### src/assert_macros.svh
// Assertion macros for the pulse width byte receiver.
// Included by the top level; no other dependencies.
`ifndef ASSERT_MACROS_SVH
`define ASSERT_MACROS_SVH

// Checked on every rising edge outside reset.
`define PWBR_ASSERT(label, clk, rst, prop, msg) \
  label: assert property (@(posedge clk) disable iff (rst) prop) else $error(msg);

// Checked on every rising edge, reset included.
`define PWBR_ASSERT_ALWAYS(label, clk, prop, msg) \
  label: assert property (@(posedge clk) prop) else $error(msg);

`endif

### src/pwbr_pkg.sv
// Shared constants, codes and types of the pulse width byte receiver.
// No dependencies.
package pwbr_pkg;

  localparam int PULSE_W    = 32;
  localparam int REG_W      = 16;
  localparam int NUM_REGS   = 8;
  localparam int REG_IDX_W  = 3;
  localparam int NUM_WIN    = 6;
  localparam int BYTE_W     = 8;
  localparam int BIT_IDX_W  = 4;
  localparam int EVENT_W    = 3;
  localparam int LINK_W     = 2;
  localparam int CLS_W      = 3;

  localparam logic [BIT_IDX_W-1:0] FRAME_BITS = 4'd9;
  localparam logic [BIT_IDX_W-1:0] BIT_MAX    = 4'd15;

  // register indexes
  localparam logic [REG_IDX_W-1:0] REG_ONE    = 3'd0;
  localparam logic [REG_IDX_W-1:0] REG_ZERO   = 3'd1;
  localparam logic [REG_IDX_W-1:0] REG_START  = 3'd2;
  localparam logic [REG_IDX_W-1:0] REG_ACK    = 3'd3;
  localparam logic [REG_IDX_W-1:0] REG_NACK   = 3'd4;
  localparam logic [REG_IDX_W-1:0] REG_STOP   = 3'd5;
  localparam logic [REG_IDX_W-1:0] REG_MBELOW = 3'd6;
  localparam logic [REG_IDX_W-1:0] REG_MABOVE = 3'd7;

  localparam logic [NUM_REGS-1:0][REG_W-1:0] REG_RESET = {
    16'd200, 16'd200, 16'd3000, 16'd4200, 16'd3600, 16'd2400, 16'd600, 16'd1200
  };

  // pulse classes
  localparam logic [CLS_W-1:0] CLS_NONE  = 3'd0;
  localparam logic [CLS_W-1:0] CLS_ONE   = 3'd1;
  localparam logic [CLS_W-1:0] CLS_ZERO  = 3'd2;
  localparam logic [CLS_W-1:0] CLS_START = 3'd3;
  localparam logic [CLS_W-1:0] CLS_ACK   = 3'd4;
  localparam logic [CLS_W-1:0] CLS_NACK  = 3'd5;
  localparam logic [CLS_W-1:0] CLS_STOP  = 3'd6;

  // result events
  localparam logic [EVENT_W-1:0] EV_NONE       = 3'd0;
  localparam logic [EVENT_W-1:0] EV_BYTE_ACK   = 3'd1;
  localparam logic [EVENT_W-1:0] EV_BYTE_DROP  = 3'd2;
  localparam logic [EVENT_W-1:0] EV_LEN_NACK   = 3'd3;
  localparam logic [EVENT_W-1:0] EV_PAR_NACK   = 3'd4;
  localparam logic [EVENT_W-1:0] EV_ACK_SEEN   = 3'd5;
  localparam logic [EVENT_W-1:0] EV_NACK_SEEN  = 3'd6;

  // partner status
  localparam logic [LINK_W-1:0] LINK_IDLE    = 2'd0;
  localparam logic [LINK_W-1:0] LINK_ACKED   = 2'd1;
  localparam logic [LINK_W-1:0] LINK_REFUSED = 2'd2;

  typedef struct packed {
    logic [NUM_WIN-1:0][REG_W-1:0] width;
    logic [REG_W-1:0]              margin_below;
    logic [REG_W-1:0]              margin_above;
  } cfg_t;

endpackage

### src/pwbr_cfg.sv
// Configuration register file: nominal widths and margins.
// Depends on pwbr_pkg.
module pwbr_cfg (
  input  logic                           clk,
  input  logic                           rst,
  input  logic                           cfg_write,
  input  logic [pwbr_pkg::REG_IDX_W-1:0] cfg_index,
  input  logic [pwbr_pkg::REG_W-1:0]     cfg_data,
  output pwbr_pkg::cfg_t                 cfg
);

  logic [pwbr_pkg::NUM_REGS-1:0][pwbr_pkg::REG_W-1:0] regs;

  always_ff @(posedge clk) begin
    if (rst) begin
      regs <= pwbr_pkg::REG_RESET;
    end else if (cfg_write) begin
      regs[cfg_index] <= cfg_data;
    end
  end

  always_comb begin
    cfg.width[pwbr_pkg::REG_ONE]   = regs[pwbr_pkg::REG_ONE];
    cfg.width[pwbr_pkg::REG_ZERO]  = regs[pwbr_pkg::REG_ZERO];
    cfg.width[pwbr_pkg::REG_START] = regs[pwbr_pkg::REG_START];
    cfg.width[pwbr_pkg::REG_ACK]   = regs[pwbr_pkg::REG_ACK];
    cfg.width[pwbr_pkg::REG_NACK]  = regs[pwbr_pkg::REG_NACK];
    cfg.width[pwbr_pkg::REG_STOP]  = regs[pwbr_pkg::REG_STOP];
    cfg.margin_below               = regs[pwbr_pkg::REG_MBELOW];
    cfg.margin_above               = regs[pwbr_pkg::REG_MABOVE];
  end

endmodule

### src/pwbr_classify.sv
// Window compare of one pulse against the six nominal widths, first hit wins.
// Depends on pwbr_pkg.
module pwbr_classify (
  input  logic [pwbr_pkg::PULSE_W-1:0] pulse_width,
  input  pwbr_pkg::cfg_t               cfg,
  output logic [pwbr_pkg::CLS_W-1:0]   cls
);

  localparam int BOUND_W = pwbr_pkg::REG_W + 1;
  localparam int PAD_W   = pwbr_pkg::PULSE_W - BOUND_W;

  logic [pwbr_pkg::NUM_WIN-1:0] hit;

  always_comb begin
    logic [BOUND_W-1:0] lo;
    logic [BOUND_W-1:0] hi;
    logic               lo_neg;
    for (int i = 0; i < pwbr_pkg::NUM_WIN; i++) begin
      lo_neg = cfg.width[i] < cfg.margin_below;
      lo     = {1'b0, cfg.width[i]} - {1'b0, cfg.margin_below};
      hi     = {1'b0, cfg.width[i]} + {1'b0, cfg.margin_above};
      hit[i] = (lo_neg || ({{PAD_W{1'b0}}, lo} < pulse_width)) &&
               (pulse_width < {{PAD_W{1'b0}}, hi});
    end
  end

  always_comb begin
    if (hit[pwbr_pkg::REG_ONE]) begin
      cls = pwbr_pkg::CLS_ONE;
    end else if (hit[pwbr_pkg::REG_ZERO]) begin
      cls = pwbr_pkg::CLS_ZERO;
    end else if (hit[pwbr_pkg::REG_START]) begin
      cls = pwbr_pkg::CLS_START;
    end else if (hit[pwbr_pkg::REG_ACK]) begin
      cls = pwbr_pkg::CLS_ACK;
    end else if (hit[pwbr_pkg::REG_NACK]) begin
      cls = pwbr_pkg::CLS_NACK;
    end else if (hit[pwbr_pkg::REG_STOP]) begin
      cls = pwbr_pkg::CLS_STOP;
    end else begin
      cls = pwbr_pkg::CLS_NONE;
    end
  end

endmodule

### src/pwbr_frame.sv
// Frame state (bit count, shift byte, parity, partner status) and result register.
// Depends on pwbr_pkg.
module pwbr_frame (
  input  logic                            clk,
  input  logic                            rst,
  input  logic                            advance,
  input  logic [pwbr_pkg::CLS_W-1:0]      cls,
  input  logic                            room,
  input  logic                            taken,
  output logic                            out_valid,
  output logic [pwbr_pkg::EVENT_W-1:0]    event_res,
  output logic [pwbr_pkg::BYTE_W-1:0]     byte_out,
  output logic [pwbr_pkg::LINK_W-1:0]     link_status
);

  logic [pwbr_pkg::BIT_IDX_W-1:0] bit_index, bit_index_next;
  logic [pwbr_pkg::BYTE_W-1:0]    shift_byte, shift_byte_next;
  logic                           ones_parity, ones_parity_next;
  logic [pwbr_pkg::LINK_W-1:0]    partner_status, partner_status_next;
  logic [pwbr_pkg::EVENT_W-1:0]   event_next;
  logic [pwbr_pkg::BYTE_W-1:0]    byte_next;
  logic [pwbr_pkg::BIT_IDX_W-1:0] bit_count;

  assign bit_count = (bit_index == pwbr_pkg::BIT_MAX) ? bit_index
                                                      : bit_index + 4'd1;

  always_comb begin
    bit_index_next      = bit_index;
    shift_byte_next     = shift_byte;
    ones_parity_next    = ones_parity;
    partner_status_next = partner_status;
    event_next          = pwbr_pkg::EV_NONE;
    byte_next           = '0;
    unique case (cls)
      pwbr_pkg::CLS_ONE: begin
        if (!bit_index[pwbr_pkg::BIT_IDX_W-1]) begin
          shift_byte_next[bit_index[pwbr_pkg::BIT_IDX_W-2:0]] = 1'b1;
        end
        ones_parity_next = ~ones_parity;
        bit_index_next   = bit_count;
      end
      pwbr_pkg::CLS_ZERO: begin
        bit_index_next = bit_count;
      end
      pwbr_pkg::CLS_START: begin
        bit_index_next   = '0;
        shift_byte_next  = '0;
        ones_parity_next = 1'b0;
      end
      pwbr_pkg::CLS_ACK: begin
        partner_status_next = pwbr_pkg::LINK_ACKED;
        event_next          = pwbr_pkg::EV_ACK_SEEN;
      end
      pwbr_pkg::CLS_NACK: begin
        partner_status_next = pwbr_pkg::LINK_REFUSED;
        event_next          = pwbr_pkg::EV_NACK_SEEN;
      end
      pwbr_pkg::CLS_STOP: begin
        if (bit_index != pwbr_pkg::FRAME_BITS) begin
          event_next = pwbr_pkg::EV_LEN_NACK;
        end else if (ones_parity) begin
          event_next = pwbr_pkg::EV_PAR_NACK;
        end else if (room) begin
          event_next = pwbr_pkg::EV_BYTE_ACK;
          byte_next  = shift_byte;
        end else begin
          event_next = pwbr_pkg::EV_BYTE_DROP;
        end
      end
      default: begin
      end
    endcase
  end

  always_ff @(posedge clk) begin
    if (rst) begin
      bit_index      <= '0;
      shift_byte     <= '0;
      ones_parity    <= 1'b0;
      partner_status <= pwbr_pkg::LINK_IDLE;
      out_valid      <= 1'b0;
    end else begin
      if (advance) begin
        bit_index      <= bit_index_next;
        shift_byte     <= shift_byte_next;
        ones_parity    <= ones_parity_next;
        partner_status <= partner_status_next;
        out_valid      <= 1'b1;
      end else if (taken) begin
        out_valid <= 1'b0;
      end
    end
  end

  always_ff @(posedge clk) begin
    if (advance) begin
      event_res   <= event_next;
      byte_out    <= byte_next;
      link_status <= partner_status_next;
    end
  end

endmodule

### src/pulse_width_byte_receiver.sv
// Pulse width byte receiver: input register, window classifier, frame state.
// Depends on pwbr_pkg, pwbr_cfg, pwbr_classify, pwbr_frame, assert_macros.svh.
//
// Usage:
//   Input channel (in_valid/in_stall) carries one measured pulse per
//   transaction: pulse_width and sink_has_room. Output channel
//   (out_valid/out_stall) returns exactly one transaction per pulse:
//   event_res, byte_out and link_status.
//   Configuration: cfg_write with cfg_index/cfg_data writes one of eight
//   16-bit registers; write only while the block is idle.
//   Path: a taken pulse is held in the input register, and its result is
//   then registered in the output register.
//   Throughput: one pulse per cycle while out_stall is low; the window
//   compare and frame update sit between the input and output registers.
//   Stall: while out_stall holds a result, one more pulse can wait in the
//   input register; in_stall rises only when both registers are full.
//   Reset: synchronous; clears the frame state, partner status and both
//   valid flags, and restores the register defaults.
`include "assert_macros.svh"

module pulse_width_byte_receiver (
  input  logic                           clk,
  input  logic                           rst,
  input  logic                           cfg_write,
  input  logic [pwbr_pkg::REG_IDX_W-1:0] cfg_index,
  input  logic [pwbr_pkg::REG_W-1:0]     cfg_data,
  input  logic                           in_valid,
  output logic                           in_stall,
  input  logic [pwbr_pkg::PULSE_W-1:0]   pulse_width,
  input  logic                           sink_has_room,
  output logic                           out_valid,
  input  logic                           out_stall,
  output logic [pwbr_pkg::EVENT_W-1:0]   event_res,
  output logic [pwbr_pkg::BYTE_W-1:0]    byte_out,
  output logic [pwbr_pkg::LINK_W-1:0]    link_status
);

  pwbr_pkg::cfg_t                 cfg;
  logic                           s1_valid;
  logic [pwbr_pkg::PULSE_W-1:0]   s1_pulse;
  logic                           s1_room;
  logic [pwbr_pkg::CLS_W-1:0]     s1_cls;
  logic                           out_free;
  logic                           advance;
  logic                           taken;
  logic                           in_take;

  assign taken    = out_valid && !out_stall;
  assign out_free = !out_valid || !out_stall;
  assign advance  = s1_valid && out_free;
  assign in_stall = s1_valid && !out_free;
  assign in_take  = in_valid && !in_stall;

  always_ff @(posedge clk) begin
    if (rst) begin
      s1_valid <= 1'b0;
    end else if (in_take) begin
      s1_valid <= 1'b1;
    end else if (advance) begin
      s1_valid <= 1'b0;
    end
  end

  always_ff @(posedge clk) begin
    if (in_take) begin
      s1_pulse <= pulse_width;
      s1_room  <= sink_has_room;
    end
  end

  pwbr_cfg u_cfg (
    .clk       (clk),
    .rst       (rst),
    .cfg_write (cfg_write),
    .cfg_index (cfg_index),
    .cfg_data  (cfg_data),
    .cfg       (cfg)
  );

  pwbr_classify u_classify (
    .pulse_width (s1_pulse),
    .cfg         (cfg),
    .cls         (s1_cls)
  );

  pwbr_frame u_frame (
    .clk         (clk),
    .rst         (rst),
    .advance     (advance),
    .cls         (s1_cls),
    .room        (s1_room),
    .taken       (taken),
    .out_valid   (out_valid),
    .event_res   (event_res),
    .byte_out    (byte_out),
    .link_status (link_status)
  );

  `PWBR_ASSERT_ALWAYS(a_stall_cause, clk, in_stall |-> (s1_valid && out_valid && out_stall), "in_stall without a full pipeline")
  `PWBR_ASSERT(a_byte_only_on_ack, clk, rst, (out_valid && event_res != pwbr_pkg::EV_BYTE_ACK) |-> (byte_out == '0), "byte_out nonzero without accepted byte")
  `PWBR_ASSERT(a_ack_status, clk, rst, (out_valid && event_res == pwbr_pkg::EV_ACK_SEEN) |-> (link_status == pwbr_pkg::LINK_ACKED), "ack event without acked status")
  `PWBR_ASSERT(a_result_holds, clk, rst, (out_valid && out_stall && !s1_valid) |=> (out_valid && $stable(event_res)), "stalled result lost")

endmodule
### config.mk
export PLATFORM = sky130hd
export DESIGN_NAME = pulse_width_byte_receiver
export DESIGN_NICKNAME = d
export VERILOG_FILES = /design/src/pwbr_pkg.sv /design/src/pwbr_cfg.sv /design/src/pwbr_classify.sv /design/src/pwbr_frame.sv /design/src/pulse_width_byte_receiver.sv
export VERILOG_INCLUDE_DIRS = /design/src /design/src/src
export SDC_FILE = /design/constraint.sdc
export NUM_CORES = 1
export LEC_CHECK = 0
export BUFFER_PORTS_ARGS = -buffer_cell sky130_fd_sc_hd__buf_4
export CAP_MARGIN = 40
export CORE_AREA = 3 3 125 247
export DETAILED_ROUTE_END_ITERATION = 8
export DIE_AREA = 0 0 128 250
export MAX_ROUTING_LAYER = met4
export PLACE_DENSITY = 0.87
export SYNTH_ARGS = -nofsm -noshare
export SYNTH_HDL_FRONTEND = slang
export SYNTH_SLANG_ARGS = --single-unit
### constraint.sdc
create_clock -name clk -period 15.6 [get_ports clk]
set_input_delay 3.12 -clock clk [delete_from_list [all_inputs] [get_ports clk]]
set_output_delay 3.12 -clock clk [all_outputs]
set_load 0.05 [all_outputs]
==> flow_summary.yaml <==
sta:
  setup_tns_ns: 0
  rsz0062_at_grt: "no"
  fmax_mhz: 146.7
  max_slew_margin_pct: 37.50
  setup_viol: 0
  worst_pin_slew_ns: 0.9277
  min_period_over_period_pct: 43.71
  min_period_ns: 6.818
  setup_ws_ns: 8.782
  hold_viol_final: 0
  fin_hold_ws_ns: 0.4584
  slew_violations: 0
  clock_skew_ns: 0.01375
synthesis:
  avgSynthCellArea_um2: 8.281
  syn_inst: 2279
  synth-edff-count: 46
  syn-cell-area_um2: 18870
  yosys.area_share.adder_pct: 26.86
  seq_area_frac_synth_pct: 22.70
  synth_compound_area_share_pct: 21.90
  synth-seq-cells: 191
  yosysUniqueCellTypes: 69
  syn_nets: 2734
  yosys.area_share.simple_pct: 18.41
  yosys_warnings: 0
  synth_top_family_by_area: "adder cells"
  synthXorXnorAreaFrac_pct: 7.054
  synth_flop_cell: "dfxtp_1"
  synthArstFlopShare_pct: 0
  muxShareOfSynthArea_pct: 0
run_status:
  status: "complete, no violations"
power_and_ir_drop:
  pwr-share-seq_pct: 40.6
  finalPower_uw: 1368
  power.share.combinational_pct: 28.1
  ir_worst_vdd_mv: 0.09296
  power.density_nw_per_um2: 67.27
  intPower_uw: 898.6
  p_leak_uw: 0.009236
  p_switching_uw: 469.5
  p_sw_share_pct: 34.32
  pwr-share-clk_pct: 31.3
global_routing:
  overflow: 0
  grtUsageTotal_pct: 40.72
  grt_max_degree: 90
  grt_pass1_wl_um: 96950
  antenna_found_initial: 2
  grt_pass1_vias: 17856
final_layout:
  layout_commonest_cell: "ha_1"
  drive_gt1_share_pct: 6.704
  fill_cells: 2375
  syn2layout_area_growth_pct: 7.764
  final_cell_mix: "ha_1 (386), nand2_1 (341), a21oi_1 (259)"
  post-route-util_pct: 69.96
  nets: 2784
floorplan:
  start_util_pct: 64.92
  coreArea_um2: 29070
  ios: 72
  fp-row-count: 88
  die_h_um: 250
  die_width_um: 128
  die-area_um2: 32000
run:
  maxCapViolCount: 0
route:
  first_pass_iters: 6
  route.vias.total: 17763
  drc_errors: 0
  wl_per_cell_um: 23.52
  ant_nets: 0
  wl_um: 63640
  viasPerCell: 6.567
  drt_iter0_markers: 1269
clock_tree:
  postCtsResizedCells: 0
  clkTransAtPathRegs_ns: 0.07
  clk_path_buf_depth: 2
  cts_root_buffer: "clkbuf_16"
  cts_inserted_buffers: 17
  cts_tree: "yes"
  cts_setup_buffers: 0
  htreeDepth: 4
  cts_hold_buffers: 0
  cts.sinks: 191
  insertion_delay_ns: 0.47
setup_path:
  worstSetupStartpointType: "primary input"
  path_class: "primary input to primary output"
  worst-endpoint-required_ns: 12.48
  critical_path_arrival_ns: 3.70
  reg2reg_slack_ns: 8.84
  end_kind: "primary output"
  worstPathMaxFanout: 3
placed_design:
  place_worst_setup_slack_ns: 8.789
  gp_congestion: 1.023
  dp_hpwl_um: 51740
  numPortBuffers: 71
min_path:
  hold_path.class: "register to register"
==> logic make-up after synthesis <==
logic type,after synthesis
and+or+nand+nor,732
adders and majority gates,398
xor gates and xnor gates,152
DFF,191
buffers and inverters,149
AOI/OAI and AO/OA,657
==> registers in the layout, indices dropped and copies added, names as in the netlist <==
name                    count
u_cfg.cfg                 128
s1_pulse                   32
u_frame.byte_out            8
u_frame.shift_byte          8
u_frame.bit_index           4
u_frame.event_res           3
u_frame.link_status         2
u_frame.partner_status      2
s1_room                     1
s1_valid                    1
u_frame.ones_parity         1
u_frame.out_valid           1
==> through the flow <==
stage / std cells / area (µm²)
2_1_floorplan: 2279 / 18870
3_5_place_dp: 2669 / 19760
4_1_cts: 2701 / 20320
5_1_grt: 2705 / 20340
6_report: 2705 / 20340
3_3_place_gp: 2664 / 19700
==> power by group through the flow <==
stage                     logic [µW]  registers, µW  clock network (µW)
after global routing             433            554                 444
after floorplan                  279            552                   0
after global placement           360            564                   0
after CTS                        379            553                 427
after detailed placement         375            564                   0
final                            384            555                 429
==> cell usage after synthesis (9+ instances only) <==
master     instances  area share (%)
a2111oi_0          9            0.42
a211oi_1          18            0.72
a21o_1            71             2.8
a21oi_1          259             6.9
a31oi_1           30            0.99
and2_1            14            0.46
and3_1            14            0.46
clkbuf_1          35            0.70
clkbuf_2          14            0.37
dfxtp_1          145              15
edfxtp_1          46             7.3
fa_1              12             1.3
ha_1             386              26
inv_1             95             1.9
nand2_1          341             6.8
nand2b_1          23            0.76
nand3_1           39             1.0
nand3b_1          36             1.4
nand4_1           21            0.70
nor2_1           101             2.0
nor2b_1           37             1.2
nor3_1            32            0.85
nor4_1            20            0.66
o21a_1            38             1.5
o21ai_0          104             2.8
o21ba_2            9            0.48
o21bai_1          18            0.72
o31ai_1           11            0.44
or2_2             15            0.50
or3_1             23            0.76
xnor2_1           96             4.5
xor2_1            56             2.6
==> final cells by class <==
cell class | count | area, µm² | share of cell area, %
clock buffer | 18 | 429.2 | 2.110
tap | 360 | 450.4 | 2.215
timing repair buffer | 85 | 659.4 | 3.242
clock inverter | 14 | 126.4 | 0.6214
inverter | 95 | 356.6 | 1.753
sequential | 191 | 4284 | 21.07
multi-input combinational | 1939 | 14020 | 68.96
antenna | 3 | 7.507 | 0.03691
==> worst paths after layout <==
path | startpoint | to | cells past startpoint
hold reg to reg | u_cfg.cfg[24] | u_cfg.cfg[24] | 2
setup reg to reg | u_cfg.cfg[1] | u_frame.shift_byte[6] | 20
setup / recovery | out_stall | in_stall | 3
hold / removal | u_cfg.cfg[24] | u_cfg.cfg[24] | 2
==> critical path, stage by stage <==
cell and delay [ns]:
buf_4 0.09, and3_1 0.25, buf_4 0.23
==> layer usage <==
| layer | GRT usage [%] | wire length (µm) | vias to the layer above |
|---|---|---|---|
| li1 | - | - | 8425 |
| met1 | 37.04 | 20790 | 8100 |
| met2 | 66.23 | 29770 | 807 |
| met3 | 6.939 | 3461 | 431 |
| met4 | 45.36 | 9613 | 0 |
| met5 | - | 0 | - |
No activity file was read; power rests on OpenSTA's default activity.
